<file path="config.mk">
export PLATFORM = sky130hd
export DESIGN_NAME = servo_packet_ramp_controller
export DESIGN_NICKNAME = d
export VERILOG_FILES = /design/src/rtl/srpc_pkg.sv /design/src/rtl/srpc_parser.sv /design/src/rtl/srpc_divider.sv /design/src/rtl/servo_packet_ramp_controller.sv
export SDC_FILE = /design/constraint.sdc
export NUM_CORES = 1
export LEC_CHECK = 0
export BUFFER_PORTS_ARGS = -buffer_cell sky130_fd_sc_hd__clkbuf_2
export CAP_MARGIN = 20
export CELL_PAD_IN_SITES_DETAIL_PLACEMENT = 0
export CELL_PAD_IN_SITES_GLOBAL_PLACEMENT = 1
export CORE_MARGIN = 2
export CORE_UTILIZATION = 25
export CTS_CLUSTER_DIAMETER = 120
export DETAILED_ROUTE_END_ITERATION = 6
export PLACE_DENSITY = 0.49
export SYNTH_ARGS = -nofsm -noshare
export SYNTH_HDL_FRONTEND = slang
export SYNTH_SLANG_ARGS = --single-unit
</file>
<file path="constraint.sdc">
create_clock -name clk -period 4.9 [get_ports clk]
set_input_delay 0.49 -clock clk [delete_from_list [all_inputs] [get_ports clk]]
set_output_delay 0.49 -clock clk [all_outputs]
set_load 0.005 [all_outputs]
</file>
<file path="src/rtl/srpc_pkg.sv">
// ----------------------------------------------------------------------------
// srpc_pkg
// Shared widths, types and codes of the servo packet ramp controller.
// ----------------------------------------------------------------------------
package srpc_pkg;

  localparam int FRAC_BITS       = 16;
  localparam int STEP_COUNT_BITS = 10;

  localparam int NUM_CH    = 3;
  localparam int ANGLE_W   = 8;
  localparam int POS_W     = FRAC_BITS + ANGLE_W;
  localparam int INC_W     = POS_W + 1;
  localparam int DIV_CNT_W = $clog2(POS_W);
  localparam int RAMP_W    = 10;

  localparam int IN_TDATA_W  = 8;
  localparam int OUT_TDATA_W = 56;
  localparam int APB_ADDR_W  = 5;
  localparam int APB_DATA_W  = 32;

  // Bit positions in the result tdata.
  localparam int POWER_BIT  = 48;
  localparam int EVENT_LSB  = 49;
  localparam int MOVING_BIT = 52;
  localparam int PENDING_BIT = 53;

  typedef enum logic [2:0] {
    EV_NONE     = 3'd0,
    EV_BYTE     = 3'd1,
    EV_PACKET   = 3'd2,
    EV_BAD_TYPE = 3'd3,
    EV_RANGE    = 3'd4
  } event_t;

  typedef logic [NUM_CH-1:0][ANGLE_W-1:0] angle_vec_t;

  typedef struct packed {
    event_t ev;
    logic   packet_ok;
  } parse_res_t;

endpackage

</file>
<file path="src/rtl/srpc_parser.sv">
// ----------------------------------------------------------------------------
// srpc_parser
// Packet parser: collects type byte and three angles, checks the angle limits.
// ----------------------------------------------------------------------------
module srpc_parser (
  input  logic                 clk,
  input  logic                 rst,
  input  logic                 byte_stb,
  input  logic [7:0]           data,
  input  srpc_pkg::angle_vec_t min_angle,
  input  srpc_pkg::angle_vec_t max_angle,
  output srpc_pkg::parse_res_t res,
  output srpc_pkg::angle_vec_t angles
);
  import srpc_pkg::*;

  localparam logic [1:0] BI_TYPE = 2'd0;
  localparam logic [1:0] BI_A    = 2'd1;
  localparam logic [1:0] BI_B    = 2'd2;
  localparam logic [1:0] BI_C    = 2'd3;
  localparam logic [7:0] TYPE_SERVO = 8'd1;

  logic [1:0]         byte_index;
  logic [1:0]         byte_index_next;
  logic [ANGLE_W-1:0] recv [2];
  logic               range_ok;

  always_comb begin
    angles[0] = recv[0];
    angles[1] = recv[1];
    angles[2] = data;
    range_ok = 1'b1;
    for (int i = 0; i < NUM_CH; i++) begin
      if (angles[i] < min_angle[i] || angles[i] > max_angle[i]) range_ok = 1'b0;
    end
  end

  always_comb begin
    res.ev = EV_NONE;
    res.packet_ok = 1'b0;
    byte_index_next = byte_index;
    if (byte_stb) begin
      unique case (byte_index)
        BI_TYPE: begin
          if (data == TYPE_SERVO) begin
            byte_index_next = BI_A;
            res.ev = EV_BYTE;
          end else begin
            res.ev = EV_BAD_TYPE;
          end
        end
        BI_A, BI_B: begin
          byte_index_next = byte_index + 2'd1;
          res.ev = EV_BYTE;
        end
        BI_C: begin
          byte_index_next = BI_TYPE;
          res.packet_ok = range_ok;
          res.ev = range_ok ? EV_PACKET : EV_RANGE;
        end
        default: byte_index_next = BI_TYPE;
      endcase
    end
  end

  always_ff @(posedge clk) begin
    if (rst) begin
      byte_index <= BI_TYPE;
    end else begin
      byte_index <= byte_index_next;
    end
  end

  // The first two angles are held; the third arrives with the closing byte.
  always_ff @(posedge clk) begin
    if (byte_stb && (byte_index == BI_A || byte_index == BI_B)) begin
      recv[byte_index[1]] <= data;
    end
  end

endmodule

</file>
<file path="src/rtl/srpc_divider.sv">
// ----------------------------------------------------------------------------
// srpc_divider
// Bit-serial restoring divider, signed dividend, truncates toward zero.
// ----------------------------------------------------------------------------
module srpc_divider (
  input  logic                                      clk,
  input  logic                                      rst,
  input  logic                                      start,
  input  logic signed [srpc_pkg::INC_W-1:0]         dividend,
  input  logic [srpc_pkg::STEP_COUNT_BITS-1:0]      divisor,
  output logic                                      done,
  output logic signed [srpc_pkg::INC_W-1:0]         quotient
);
  import srpc_pkg::*;

  logic                       busy;
  logic [DIV_CNT_W-1:0]       cnt;
  logic                       neg;
  logic [POS_W-1:0]           mag;
  logic [POS_W-1:0]           mag_next;
  logic [STEP_COUNT_BITS-1:0] rem;
  logic [STEP_COUNT_BITS-1:0] rem_next;
  logic [STEP_COUNT_BITS-1:0] dvs;
  logic [STEP_COUNT_BITS:0]   trial;
  logic [STEP_COUNT_BITS:0]   trial_sub;
  logic                       ge;
  logic signed [INC_W-1:0]    abs_in;

  always_comb begin
    trial = {rem, mag[POS_W-1]};
    ge = trial >= {1'b0, dvs};
    trial_sub = trial - {1'b0, dvs};
    rem_next = ge ? trial_sub[STEP_COUNT_BITS-1:0] : trial[STEP_COUNT_BITS-1:0];
    mag_next = {mag[POS_W-2:0], ge};
    abs_in = dividend[INC_W-1] ? -dividend : dividend;
    quotient = neg ? -$signed({1'b0, mag}) : $signed({1'b0, mag});
  end

  always_ff @(posedge clk) begin
    if (rst) begin
      busy <= 1'b0;
      done <= 1'b0;
    end else begin
      done <= !start && busy && (cnt == DIV_CNT_W'(POS_W - 1));
      if (start) begin
        busy <= 1'b1;
        cnt  <= '0;
        neg  <= dividend[INC_W-1];
        mag  <= abs_in[POS_W-1:0];
        rem  <= '0;
        dvs  <= divisor;
      end else if (busy) begin
        mag <= mag_next;
        rem <= rem_next;
        if (cnt == DIV_CNT_W'(POS_W - 1)) begin
          busy <= 1'b0;
        end else begin
          cnt <= cnt + 1'b1;
        end
      end
    end
  end

endmodule

</file>
<file path="src/rtl/servo_packet_ramp_controller.sv">
// ----------------------------------------------------------------------------
// servo_packet_ramp_controller
// Parses servo packets from a byte stream and ramps three servo positions.
// ----------------------------------------------------------------------------
// Each input item is a received byte (tuser 0) or a step tick (tuser 1), and
// each gives exactly one result item. A byte passes through the execute and
// emit states; a tick that steps a running move through execute, step and
// emit, and an idle tick through execute and emit. The tick that starts a move
// first computes the three per-channel increments on one bit-serial divider,
// one channel after another, and then steps. One item is worked on at a time;
// the next item is accepted while the last result waits in the output
// register. Limit and ramp registers are written over the APB port.
// ----------------------------------------------------------------------------
module servo_packet_ramp_controller (
  input  logic                                   clk,
  input  logic                                   rst,
  input  logic                                   s_tvalid,
  output logic                                   s_tready,
  // data_byte[7:0]
  input  logic [srpc_pkg::IN_TDATA_W-1:0]        s_tdata,
  // command[0]
  input  logic                                   s_tuser,
  output logic                                   m_tvalid,
  input  logic                                   m_tready,
  // pos_a[7:0], pos_b[15:8], pos_c[23:16], mirror_a[31:24], mirror_b[39:32],
  // mirror_c[47:40], power_on[48], event_res[51:49], moving[52], pending[53]
  output logic [srpc_pkg::OUT_TDATA_W-1:0]       m_tdata,
  input  logic                                   psel,
  input  logic                                   penable,
  input  logic                                   pwrite,
  input  logic [srpc_pkg::APB_ADDR_W-1:0]        paddr,
  input  logic [srpc_pkg::APB_DATA_W-1:0]        pwdata,
  output logic [srpc_pkg::APB_DATA_W-1:0]        prdata,
  output logic                                   pready
);
  import srpc_pkg::*;

  localparam logic [2:0] REG_RAMP_STEPS = 3'd0;
  localparam logic [2:0] REG_MIN_A      = 3'd1;
  localparam logic [2:0] REG_MAX_A      = 3'd2;
  localparam logic [2:0] REG_MIN_B      = 3'd3;
  localparam logic [2:0] REG_MAX_B      = 3'd4;
  localparam logic [2:0] REG_MIN_C      = 3'd5;
  localparam logic [2:0] REG_MAX_C      = 3'd6;

  localparam logic [ANGLE_W-1:0] RESET_POS  [NUM_CH] = '{8'd100, 8'd80, 8'd45};
  localparam logic [ANGLE_W-1:0] MIRROR_OFS [NUM_CH] = '{8'd227, 8'd214, 8'd179};
  localparam logic [ANGLE_W-1:0] ANGLE_MAX  = 8'd180;
  localparam logic [1:0]         LAST_CH    = 2'(NUM_CH - 1);
  localparam logic [31:0]        STEP_MAX   = (32'd1 << STEP_COUNT_BITS) - 32'd1;

  typedef enum logic [2:0] {
    ST_IDLE, ST_EXEC, ST_DIV_GO, ST_DIV_WAIT, ST_STEP, ST_EMIT
  } state_t;

  // Configuration registers.
  logic [RAMP_W-1:0] ramp_steps;
  angle_vec_t        min_angle;
  angle_vec_t        max_angle;
  logic [2:0]        reg_index;
  logic              cfg_write;

  // Block state.
  state_t                     state;
  logic                       cmd_r;
  logic [7:0]                 data_r;
  logic [ANGLE_W-1:0]         target [NUM_CH];
  logic                       pending_valid;
  logic [POS_W-1:0]           position [NUM_CH];
  logic signed [INC_W-1:0]    increment [NUM_CH];
  logic [STEP_COUNT_BITS-1:0] steps_left;
  logic [STEP_COUNT_BITS-1:0] steps_r;
  logic                       drive_on;
  logic [1:0]                 ch;
  event_t                     ev_r;
  logic                       power_r;

  // Datapath.
  logic                       byte_stb;
  parse_res_t                 parse;
  angle_vec_t                 rx_angles;
  logic                       div_start;
  logic                       div_done;
  logic signed [INC_W-1:0]    div_dividend;
  logic signed [INC_W-1:0]    div_q;
  logic [POS_W-1:0]           stepped [NUM_CH];
  logic signed [POS_W+1:0]    sum [NUM_CH];
  logic [ANGLE_W-1:0]         pos_int [NUM_CH];
  logic [ANGLE_W-1:0]         mir [NUM_CH];
  logic signed [ANGLE_W+1:0]  mir_diff [NUM_CH];
  logic [OUT_TDATA_W-1:0]     result_next;
  logic [31:0]                steps_clip;

  // --------------------------------------------------------------------------
  // Configuration port
  // --------------------------------------------------------------------------
  assign pready    = 1'b1;
  assign reg_index = paddr[APB_ADDR_W-1:2];
  assign cfg_write = psel && penable && pwrite && pready;

  always_ff @(posedge clk) begin
    if (rst) begin
      ramp_steps   <= RAMP_W'(150);
      min_angle[0] <= 8'd83;
      max_angle[0] <= 8'd124;
      min_angle[1] <= 8'd72;
      max_angle[1] <= 8'd132;
      min_angle[2] <= 8'd0;
      max_angle[2] <= 8'd180;
    end else if (cfg_write) begin
      unique case (reg_index)
        REG_RAMP_STEPS: ramp_steps   <= pwdata[RAMP_W-1:0];
        REG_MIN_A:      min_angle[0] <= pwdata[ANGLE_W-1:0];
        REG_MAX_A:      max_angle[0] <= pwdata[ANGLE_W-1:0];
        REG_MIN_B:      min_angle[1] <= pwdata[ANGLE_W-1:0];
        REG_MAX_B:      max_angle[1] <= pwdata[ANGLE_W-1:0];
        REG_MIN_C:      min_angle[2] <= pwdata[ANGLE_W-1:0];
        REG_MAX_C:      max_angle[2] <= pwdata[ANGLE_W-1:0];
        default: ;
      endcase
    end
  end

  always_comb begin
    unique case (reg_index)
      REG_RAMP_STEPS: prdata = APB_DATA_W'(ramp_steps);
      REG_MIN_A:      prdata = APB_DATA_W'(min_angle[0]);
      REG_MAX_A:      prdata = APB_DATA_W'(max_angle[0]);
      REG_MIN_B:      prdata = APB_DATA_W'(min_angle[1]);
      REG_MAX_B:      prdata = APB_DATA_W'(max_angle[1]);
      REG_MIN_C:      prdata = APB_DATA_W'(min_angle[2]);
      REG_MAX_C:      prdata = APB_DATA_W'(max_angle[2]);
      default:        prdata = '0;
    endcase
  end

  // --------------------------------------------------------------------------
  // Parser and divider
  // --------------------------------------------------------------------------
  assign byte_stb  = (state == ST_EXEC) && !cmd_r;
  assign div_start = (state == ST_DIV_GO);
  assign s_tready  = (state == ST_IDLE);

  srpc_parser u_parser (
    .clk       (clk),
    .rst       (rst),
    .byte_stb  (byte_stb),
    .data      (data_r),
    .min_angle (min_angle),
    .max_angle (max_angle),
    .res       (parse),
    .angles    (rx_angles)
  );

  assign div_dividend = $signed({1'b0, target[ch], {FRAC_BITS{1'b0}}})
                      - $signed({1'b0, position[ch]});

  srpc_divider u_divider (
    .clk      (clk),
    .rst      (rst),
    .start    (div_start),
    .dividend (div_dividend),
    .divisor  (steps_r),
    .done     (div_done),
    .quotient (div_q)
  );

  // --------------------------------------------------------------------------
  // Step adders, mirrored commands and result packing
  // --------------------------------------------------------------------------
  always_comb begin
    // A ramp length of zero behaves as one step.
    steps_clip = 32'(ramp_steps);
    if (steps_clip == 32'd0) steps_clip = 32'd1;
    if (steps_clip > STEP_MAX) steps_clip = STEP_MAX;

    for (int i = 0; i < NUM_CH; i++) begin
      sum[i] = $signed({2'b00, position[i]}) + $signed({increment[i][INC_W-1], increment[i]});
      if (sum[i][POS_W+1]) begin
        stepped[i] = '0;
      end else if (sum[i][POS_W]) begin
        stepped[i] = '1;
      end else begin
        stepped[i] = sum[i][POS_W-1:0];
      end

      pos_int[i]  = position[i][POS_W-1 -: ANGLE_W];
      mir_diff[i] = $signed({2'b00, MIRROR_OFS[i]}) - $signed({2'b00, pos_int[i]});
      if (mir_diff[i] < 0) begin
        mir[i] = '0;
      end else if (mir_diff[i] > $signed({2'b00, ANGLE_MAX})) begin
        mir[i] = ANGLE_MAX;
      end else begin
        mir[i] = mir_diff[i][ANGLE_W-1:0];
      end
    end

    result_next = {2'b00, pending_valid, (steps_left != '0), ev_r, power_r,
                   mir[2], mir[1], mir[0], pos_int[2], pos_int[1], pos_int[0]};
  end

  // --------------------------------------------------------------------------
  // Sequencer
  // --------------------------------------------------------------------------
  always_ff @(posedge clk) begin
    if (rst) begin
      state         <= ST_IDLE;
      m_tvalid      <= 1'b0;
      pending_valid <= 1'b0;
      steps_left    <= '0;
      drive_on      <= 1'b0;
      ch            <= '0;
      for (int i = 0; i < NUM_CH; i++) begin
        position[i]  <= POS_W'(RESET_POS[i]) << FRAC_BITS;
        increment[i] <= '0;
      end
    end else begin
      if (m_tvalid && m_tready && state != ST_EMIT) m_tvalid <= 1'b0;
      unique case (state)
        ST_IDLE: begin
          if (s_tvalid) begin
            cmd_r  <= s_tuser;
            data_r <= s_tdata;
            state  <= ST_EXEC;
          end
        end
        ST_EXEC: begin
          if (!cmd_r) begin
            ev_r    <= parse.ev;
            power_r <= drive_on;
            if (parse.packet_ok) begin
              for (int i = 0; i < NUM_CH; i++) target[i] <= rx_angles[i];
              pending_valid <= 1'b1;
            end
            state <= ST_EMIT;
          end else begin
            ev_r <= EV_NONE;
            if (steps_left == '0 && pending_valid) begin
              steps_r <= steps_clip[STEP_COUNT_BITS-1:0];
              ch      <= '0;
              state   <= ST_DIV_GO;
            end else if (steps_left != '0) begin
              state <= ST_STEP;
            end else begin
              power_r <= 1'b0;
              state   <= ST_EMIT;
            end
          end
        end
        ST_DIV_GO: begin
          state <= ST_DIV_WAIT;
        end
        ST_DIV_WAIT: begin
          if (div_done) begin
            increment[ch] <= div_q;
            if (ch == LAST_CH) begin
              steps_left    <= steps_r;
              pending_valid <= 1'b0;
              state         <= ST_STEP;
            end else begin
              ch    <= ch + 2'd1;
              state <= ST_DIV_GO;
            end
          end
        end
        ST_STEP: begin
          for (int i = 0; i < NUM_CH; i++) position[i] <= stepped[i];
          steps_left <= steps_left - 1'b1;
          // Drive goes off with the last step of the move; that step's result still reports power on.
          drive_on   <= (steps_left != STEP_COUNT_BITS'(1));
          power_r    <= 1'b1;
          state      <= ST_EMIT;
        end
        ST_EMIT: begin
          if (!m_tvalid || m_tready) begin
            m_tdata  <= result_next;
            m_tvalid <= 1'b1;
            state    <= ST_IDLE;
          end
        end
        default: state <= ST_IDLE;
      endcase
    end
  end

  // --------------------------------------------------------------------------
  // Assertions
  // --------------------------------------------------------------------------
  a_power_while_moving: assert property (@(posedge clk) disable iff (rst)
    m_tvalid && m_tdata[MOVING_BIT] |-> m_tdata[POWER_BIT])
    else $error("result reports a running move with power off");

  a_drive_tracks_steps: assert property (@(posedge clk) disable iff (rst)
    state == ST_IDLE |-> drive_on == (steps_left != '0))
    else $error("drive_on disagrees with the remaining step count");

  a_div_done_expected: assert property (@(posedge clk) disable iff (rst)
    div_done |-> state == ST_DIV_WAIT)
    else $error("divider finished outside a move start");

  a_start_takes_packet: assert property (@(posedge clk) disable iff (rst)
    state == ST_STEP && $past(state) == ST_DIV_WAIT |-> !pending_valid && steps_left != '0)
    else $error("move start did not consume the pending packet");

endmodule
</file>
==> metrics.cfg, run 1 <==
[critical_path]
r2r-start=position[0][0]
crit_path_start_kind=register
cp.required_ns=5.25
endpoint_kind=register
critPathKind=reg -> reg
crit_start=position[0][0]
worst-path-max-fanout=4
cp_data_arrival_time_ns=4.57

[power_and_ir_drop]
peakVddDrop_v=0.000239
p_leak_nw=10.3
finalPower_w=0.00878
p_per_area_mw_per_mm2=326

[detailed_routing]
drc_errors=4
first_pass_iters=7
drt_iter0_markers=1036
totalWireLength_um=67500
num_vias=17031
vias_per_cell=4.63
ant_nets=0
post_drt_wl_per_cell_um=18.4

[global_route]
grt_pass1_vias=17223
grt_pass1_wl_um=103000
track_usage_pct=14.0
grt_max_degree=51
antenna_found_initial=1
gr-total-overflow=0

[finish]
antenna_cells=0
synthToLayoutAreaGrowth_pct=15.6
design_area_mm2=0.0270
drive_gt1_share_pct=12.1
layout.nets=2587

[die]
ios=144
fp.dieW_um=309
die_h_um=309
dieArea_mm2=0.0958
core_mm2=0.0929
rows=112
initial_core_util_pct=25.1

[cts]
clock-sinks=396
hold_buffers=0
cts_setup_buffers=0
clkTransAtPathRegs_ns=0.06
numCtsBuffers=52
cts_resized=0
clock_latency_ns=0.62
clock-root-buffer=clkbuf_16
ctsLongestPathBuffers=3
cts_tree=done
htreeDepth=2

[synthesis]
synth_cell_types=96
synthArstFlopShare_pct=0
yosys.area_share.simple_pct=13.7
yosys.area_share.xor_xnor_pct=5.43
synthFlopType=edfxtp_1
syn_inst=2274
synth_top_area_share_pct=40.4
synthAdderAreaFrac_pct=8.50
avgSynthCellArea_um2=10.3
yosys_warnings=0
post-synth-top-area-cell=edfxtp_1
synthTopCellsByArea=edfxtp_1 40%, ha_1 8.2%, dfxtp_1 7.0%
synth.mux.area_fraction_pct=5.35
ys_seq_area_share_pct=47.5
synth_edf_count=314
synth_top_family_by_area=compound AO/OA/AOI/OAI gates
synth_compound_area_share_pct=15.2
ys_ff_latch=396
netlist_area_mm2=0.0233

[placed_design]
detailed_place_hpwl_um=50700
port_buffers=94
post_dp_cell_area_mm2=0.0253
gp_congestion=0.851

[sta]
tightest_slew_ns=1.04
finalCritPeriodShare_pct=86.1
hold_ws_ns=0.0649
slew_viol_final=0
finalCriticalPeriod_ns=4.22
setup_viol_count_final=0
clock_skew_ns=0.0256
finalHoldViolCount=0
maxSlewHeadroom_pct=30.4
rsz0062_at_grt=no
setup_tns_ns=0
fmax_mhz=237

[status]
status=complete, but fails checks
violations=design-rule violations

[hold_path]
hp-class=in -> reg
hold_path_startpoint=s_tdata[2]

[run]
cap_viol_max_count=0

critical path: stages (launching register included):
cell,delay (ns)
edfxtp_1,0.40
ha_1,0.24
fa_1,0.47
a211oi_1,0.33
o21bai_1,0.18
a221oi_1,0.63
o211ai_1,0.29
a31oi_1,0.33
o21ai_1,0.11
a21o_1,0.23
xor2_1,0.15
buf_4,0.17
nor3_1,0.30
a21oi_1,0.12
power by group:
| group | leakage (nW) | total, W | switching (W) | internal (W) |
|---|---|---|---|---|
| clock network | 0.811 | 0.00373 | 0.00155 | 0.00217 |
| registers | 3.67 | 0.00386 | 0.000113 | 0.00375 |
| logic | 5.85 | 0.00119 | 0.000742 | 0.000451 |
| total | 10.3 | 0.00878 | 0.00241 | 0.00637 |
cells by family after synthesis:
group                    count (synthesis)
multiplexers                           105
XOR/XNOR                               142
buffers and inverters                  229
AO/OA/AOI/OAI                          562
other                                    2
AND/OR/NAND/NOR                        682
flip-flops                             396
adder cells (fa/ha/maj)                156
worst paths after layout:
kind / slack, ns / to / cells after the start
worst min register to register: 0.43 / m_tdata[51] / 0
worst max-delay path: 0.68 / position[0][21] / 13
worst min-delay path: 0.06 / data_r[2] / 1
worst max register to register: 0.68 / position[0][21] / 13
synth_stat cells, drive strengths merged, types with 6 or more instances:
| cell type | instances |
|---|---|
| o31ai | 13 |
| edfxtp | 314 |
| dfxtp | 82 |
| o21ai | 136 |
| mux2i | 81 |
| ha | 152 |
| mux4 | 7 |
| nor2 | 275 |
| nand3 | 32 |
| inv | 117 |
| nand4 | 25 |
| a21boi | 7 |
| o41ai | 7 |
| xor2 | 58 |
| nand2 | 178 |
| a211oi | 14 |
| xnor2 | 84 |
| o21bai | 12 |
| a211o | 20 |
| nor2b | 18 |
| a221oi | 6 |
| a21o | 61 |
| nand2b | 30 |
| clkbuf | 68 |
| a31oi | 17 |
| buf | 44 |
| nand3b | 7 |
| and4 | 6 |
| or3 | 17 |
| and3 | 15 |
| and2 | 9 |
| nor3 | 41 |
| mux2 | 17 |
| nor4 | 15 |
| o21a | 16 |
| a21oi | 202 |
cell usage in the layout, fill, tap and decap left out, types with 16 or more instances in the layout:
cell / n
nand4_1: 23
o21a_1: 16
nor2b_1: 18
xnor2_1: 81
nand3_1: 32
conb_1: 25
clkbuf_16: 54
nand2_1: 178
a21o_1: 61
a31oi_1: 16
a211o_1: 20
o21ai_0: 113
xor2_1: 57
or3_1: 16
clkbuf_2: 93
inv_1: 114
nand2b_1: 29
clkinv_1: 16
o21ai_1: 19
buf_4: 42
dfxtp_1: 80
mux2i_1: 73
ha_1: 152
nor2_1: 274
edfxtp_1: 314
a21oi_1: 202
nor3_1: 32
registers in the layout (all words and copies together) (netlist names), 8 cells and up, named ones only:
register / count
max_angle: 24
data_r: 8
u_divider.mag: 24
steps_r: 10
increment: 75
target: 24
u_parser.recv: 16
ramp_steps: 10
steps_left: 10
m_tdata: 54
u_divider.dvs: 10
min_angle: 24
u_divider.rem: 10
position: 72
routing by layer:
layer  global-route usage [%]  wire length, µm  share of wire, %  vias to the layer above
li1                         -                -                 -                     8429
met1                     18.1            30900                46                     8227
met2                     24.6            33300                49                      288
met3                     1.93             2090               3.1                       87
met4                     3.61             1200               1.8                        0
met5                        0                0                 0                        -
final cells by class:
type                       count  area, µm²
sequential                   396      11100
multi-input combinational   1672      11400
timing repair buffer         139        861
clock inverter                35        251
tap                         1254       1570
clock buffer                  62       1390
fill                        9694      66000
inverter                     117        439
through the flow:
stage	util [%]	std cells	worst slack (ns)
after detailed placement	27.2	3577	0.660
final	29.0	3675	0.679
after floorplan	-	2297	0.526
after global routing	29.0	3675	0.266
after CTS	29.0	3674	0.630
after global placement	27.2	3576	0.734
Note: power is estimated with default switching activity, not from simulation.
==> inputs of run 2 (changes only) <==
- CORE_MARGIN: 2 -> unset
- SKIP_LAST_GASP: unset -> 1
==> metrics.cfg, run 2 (same netlist as run 1, synthesis figures left out) <==
[placed_design]
port_buffers=94  ; unchanged
gp_congestion=0.875  ; +2.8%
detailed_place_hpwl_um=51000  ; +0.69%

[die]
rows=111  ; -0.89%
die_h_um=307  ; -0.65%
fp.dieW_um=307  ; -0.65%
dieArea_mm2=0.0945  ; -1.3%
core_mm2=0.0921  ; -0.89%
ios=144  ; unchanged
initial_core_util_pct=25.3  ; +0.23 points

[global_route]
gr-total-overflow=0  ; unchanged
antenna_found_initial=0  ; -1
track_usage_pct=14.3  ; +0.22 points
grt_pass1_vias=17009  ; -1.2%
grt_pass1_wl_um=103000  ; about the same
grt_max_degree=55  ; +7.8%

[power_and_ir_drop]
p_leak_nw=10.3  ; -0.23%
p_per_area_mw_per_mm2=325  ; about the same
peakVddDrop_v=0.000238  ; -0.20%

[hold_path]
hp-class=in -> reg
min_path_cells=1  ; unchanged

[sta]
setup_tns_ns=0  ; unchanged
hold_ws_ns=0.0767  ; +0.0118 ns
finalCritPeriodShare_pct=86.5  ; +0.37 points
slew_viol_final=0  ; unchanged
rsz0062_at_grt=no
setup_viol_count_final=0  ; unchanged
fmax_mhz=236  ; -0.43%
tightest_slew_ns=1.04  ; +0.00215 ns
clock_skew_ns=0.0171  ; -0.00842 ns
maxSlewHeadroom_pct=30.3  ; -0.14 points
finalCriticalPeriod_ns=4.24  ; +0.0182 ns
finalHoldViolCount=0  ; unchanged

[run]
cap_viol_max_count=0  ; unchanged

[detailed_routing]
ant_nets=0  ; unchanged
post_drt_wl_per_cell_um=18.6  ; +1.0%
drt_iter0_markers=934  ; -9.8%
vias_per_cell=4.64  ; +0.17%
totalWireLength_um=67900  ; +0.53%
num_vias=16976  ; -0.32%
first_pass_iters=5  ; -2
drc_errors=0  ; -4

[cts]
cts_resized=0  ; unchanged
clkTransAtPathRegs_ns=0.06  ; about the same
cts_tree=done
clock-sinks=396  ; unchanged
numCtsBuffers=49  ; -5.8%
clock-root-buffer=clkbuf_16
cts_setup_buffers=0  ; unchanged
clock_latency_ns=0.60  ; -0.02 ns
ctsLongestPathBuffers=3  ; unchanged
htreeDepth=2  ; unchanged
hold_buffers=0  ; unchanged

[finish]
reg_top3=increment (75), position (72), m_tdata (54)
largest_reg_flops=75  ; unchanged
synthToLayoutAreaGrowth_pct=15.4
layout_common_cells=314 x edfxtp_1, 274 x nor2_1, 202 x a21oi_1
top_register=increment
layout_commonest_cell=edfxtp_1
layout.nets=2583  ; -0.15%
antenna_cells=0  ; unchanged
drive_gt1_share_pct=11.8  ; -0.25 points

[critical_path]
crit_path_start_kind=register
cp_data_arrival_time_ns=4.57  ; about the same
worst-r2r-cell-count=13  ; unchanged
endpoint_kind=register
cp.required_ns=5.23  ; -0.02 ns
critPathKind=reg -> reg
worst-path-max-fanout=4  ; unchanged

[status]
status=completed

## run 2: cell types whose count changed in the layout (fill, tap and decap cells not counted), moves of 2 or more
cell       before  now
bufinv_16       3    6
clkinv_1       16   13
clkbuf_1        7   10
buf_4          42   40
clkinv_2       12    6
clkbuf_16      54   51
## run 2: path summary, 6_finish.rpt
kind              slack [ns]           start               to
setup / recovery        0.66  position[0][0]  position[0][22]
setup reg to reg        0.66  position[0][0]  position[0][22]
hold / removal          0.08      s_tdata[2]        data_r[2]
hold reg to reg         0.43         ev_r[1]      m_tdata[50]
## run 2: final cells by class
type | instances | area (µm²)
clock buffer | 62 | 1330
clock inverter | 29 | 294
fill | 9553 | 65200
inverter | 117 | 439
multi-input combinational | 1672 | 11400
sequential | 396 | 11100
tap | 1243 | 1560
timing repair buffer | 138 | 861
## run 2: metrics by stage
step / total power [W] / worst slack, ns / area (µm²) / util (%) / cells
after detailed placement: 0.00513 / 0.728 / 25300 / 27.5 / 3564
after CTS: 0.00893 / 0.690 / 26900 / 29.2 / 3655
after global routing: 0.00916 / 0.368 / 26900 / 29.2 / 3657
after global placement: 0.00513 / 0.751 / 25200 / 27.4 / 3561
after floorplan: 0.00476 / 0.526 / 23400 / - / 2297
final: 0.00876 / 0.661 / 26900 / 29.2 / 3657
## run 2: critical path, cell delays in order (launching register included)
cell and delay [ns]:
edfxtp_1 0.39, ha_1 0.24, fa_1 0.47, a211oi_1 0.31, o21bai_1 0.18, a221oi_1 0.67
o211ai_1 0.31, a31oi_1 0.33, o21ai_1 0.11, a21o_1 0.23, xor2_1 0.15, buf_4 0.17
nor3_1 0.30, a21oi_1 0.12
## run 2: metal layers
metal	track usage, %	routed length (µm)	vias to the layer above
met4	4.37	1770	0
met2	24.6	32800	267
met1	18.5	31500	8203
li1	-	-	8418
met5	0	0	-
met3	1.77	1840	88
## run 2: report_power, final
part | internal, W | switching, W
combinational | 0.000450 | 0.000754
sequential | 0.00375 | 0.000109
clock | 0.00223 | 0.00148
total | 0.00642 | 0.00234
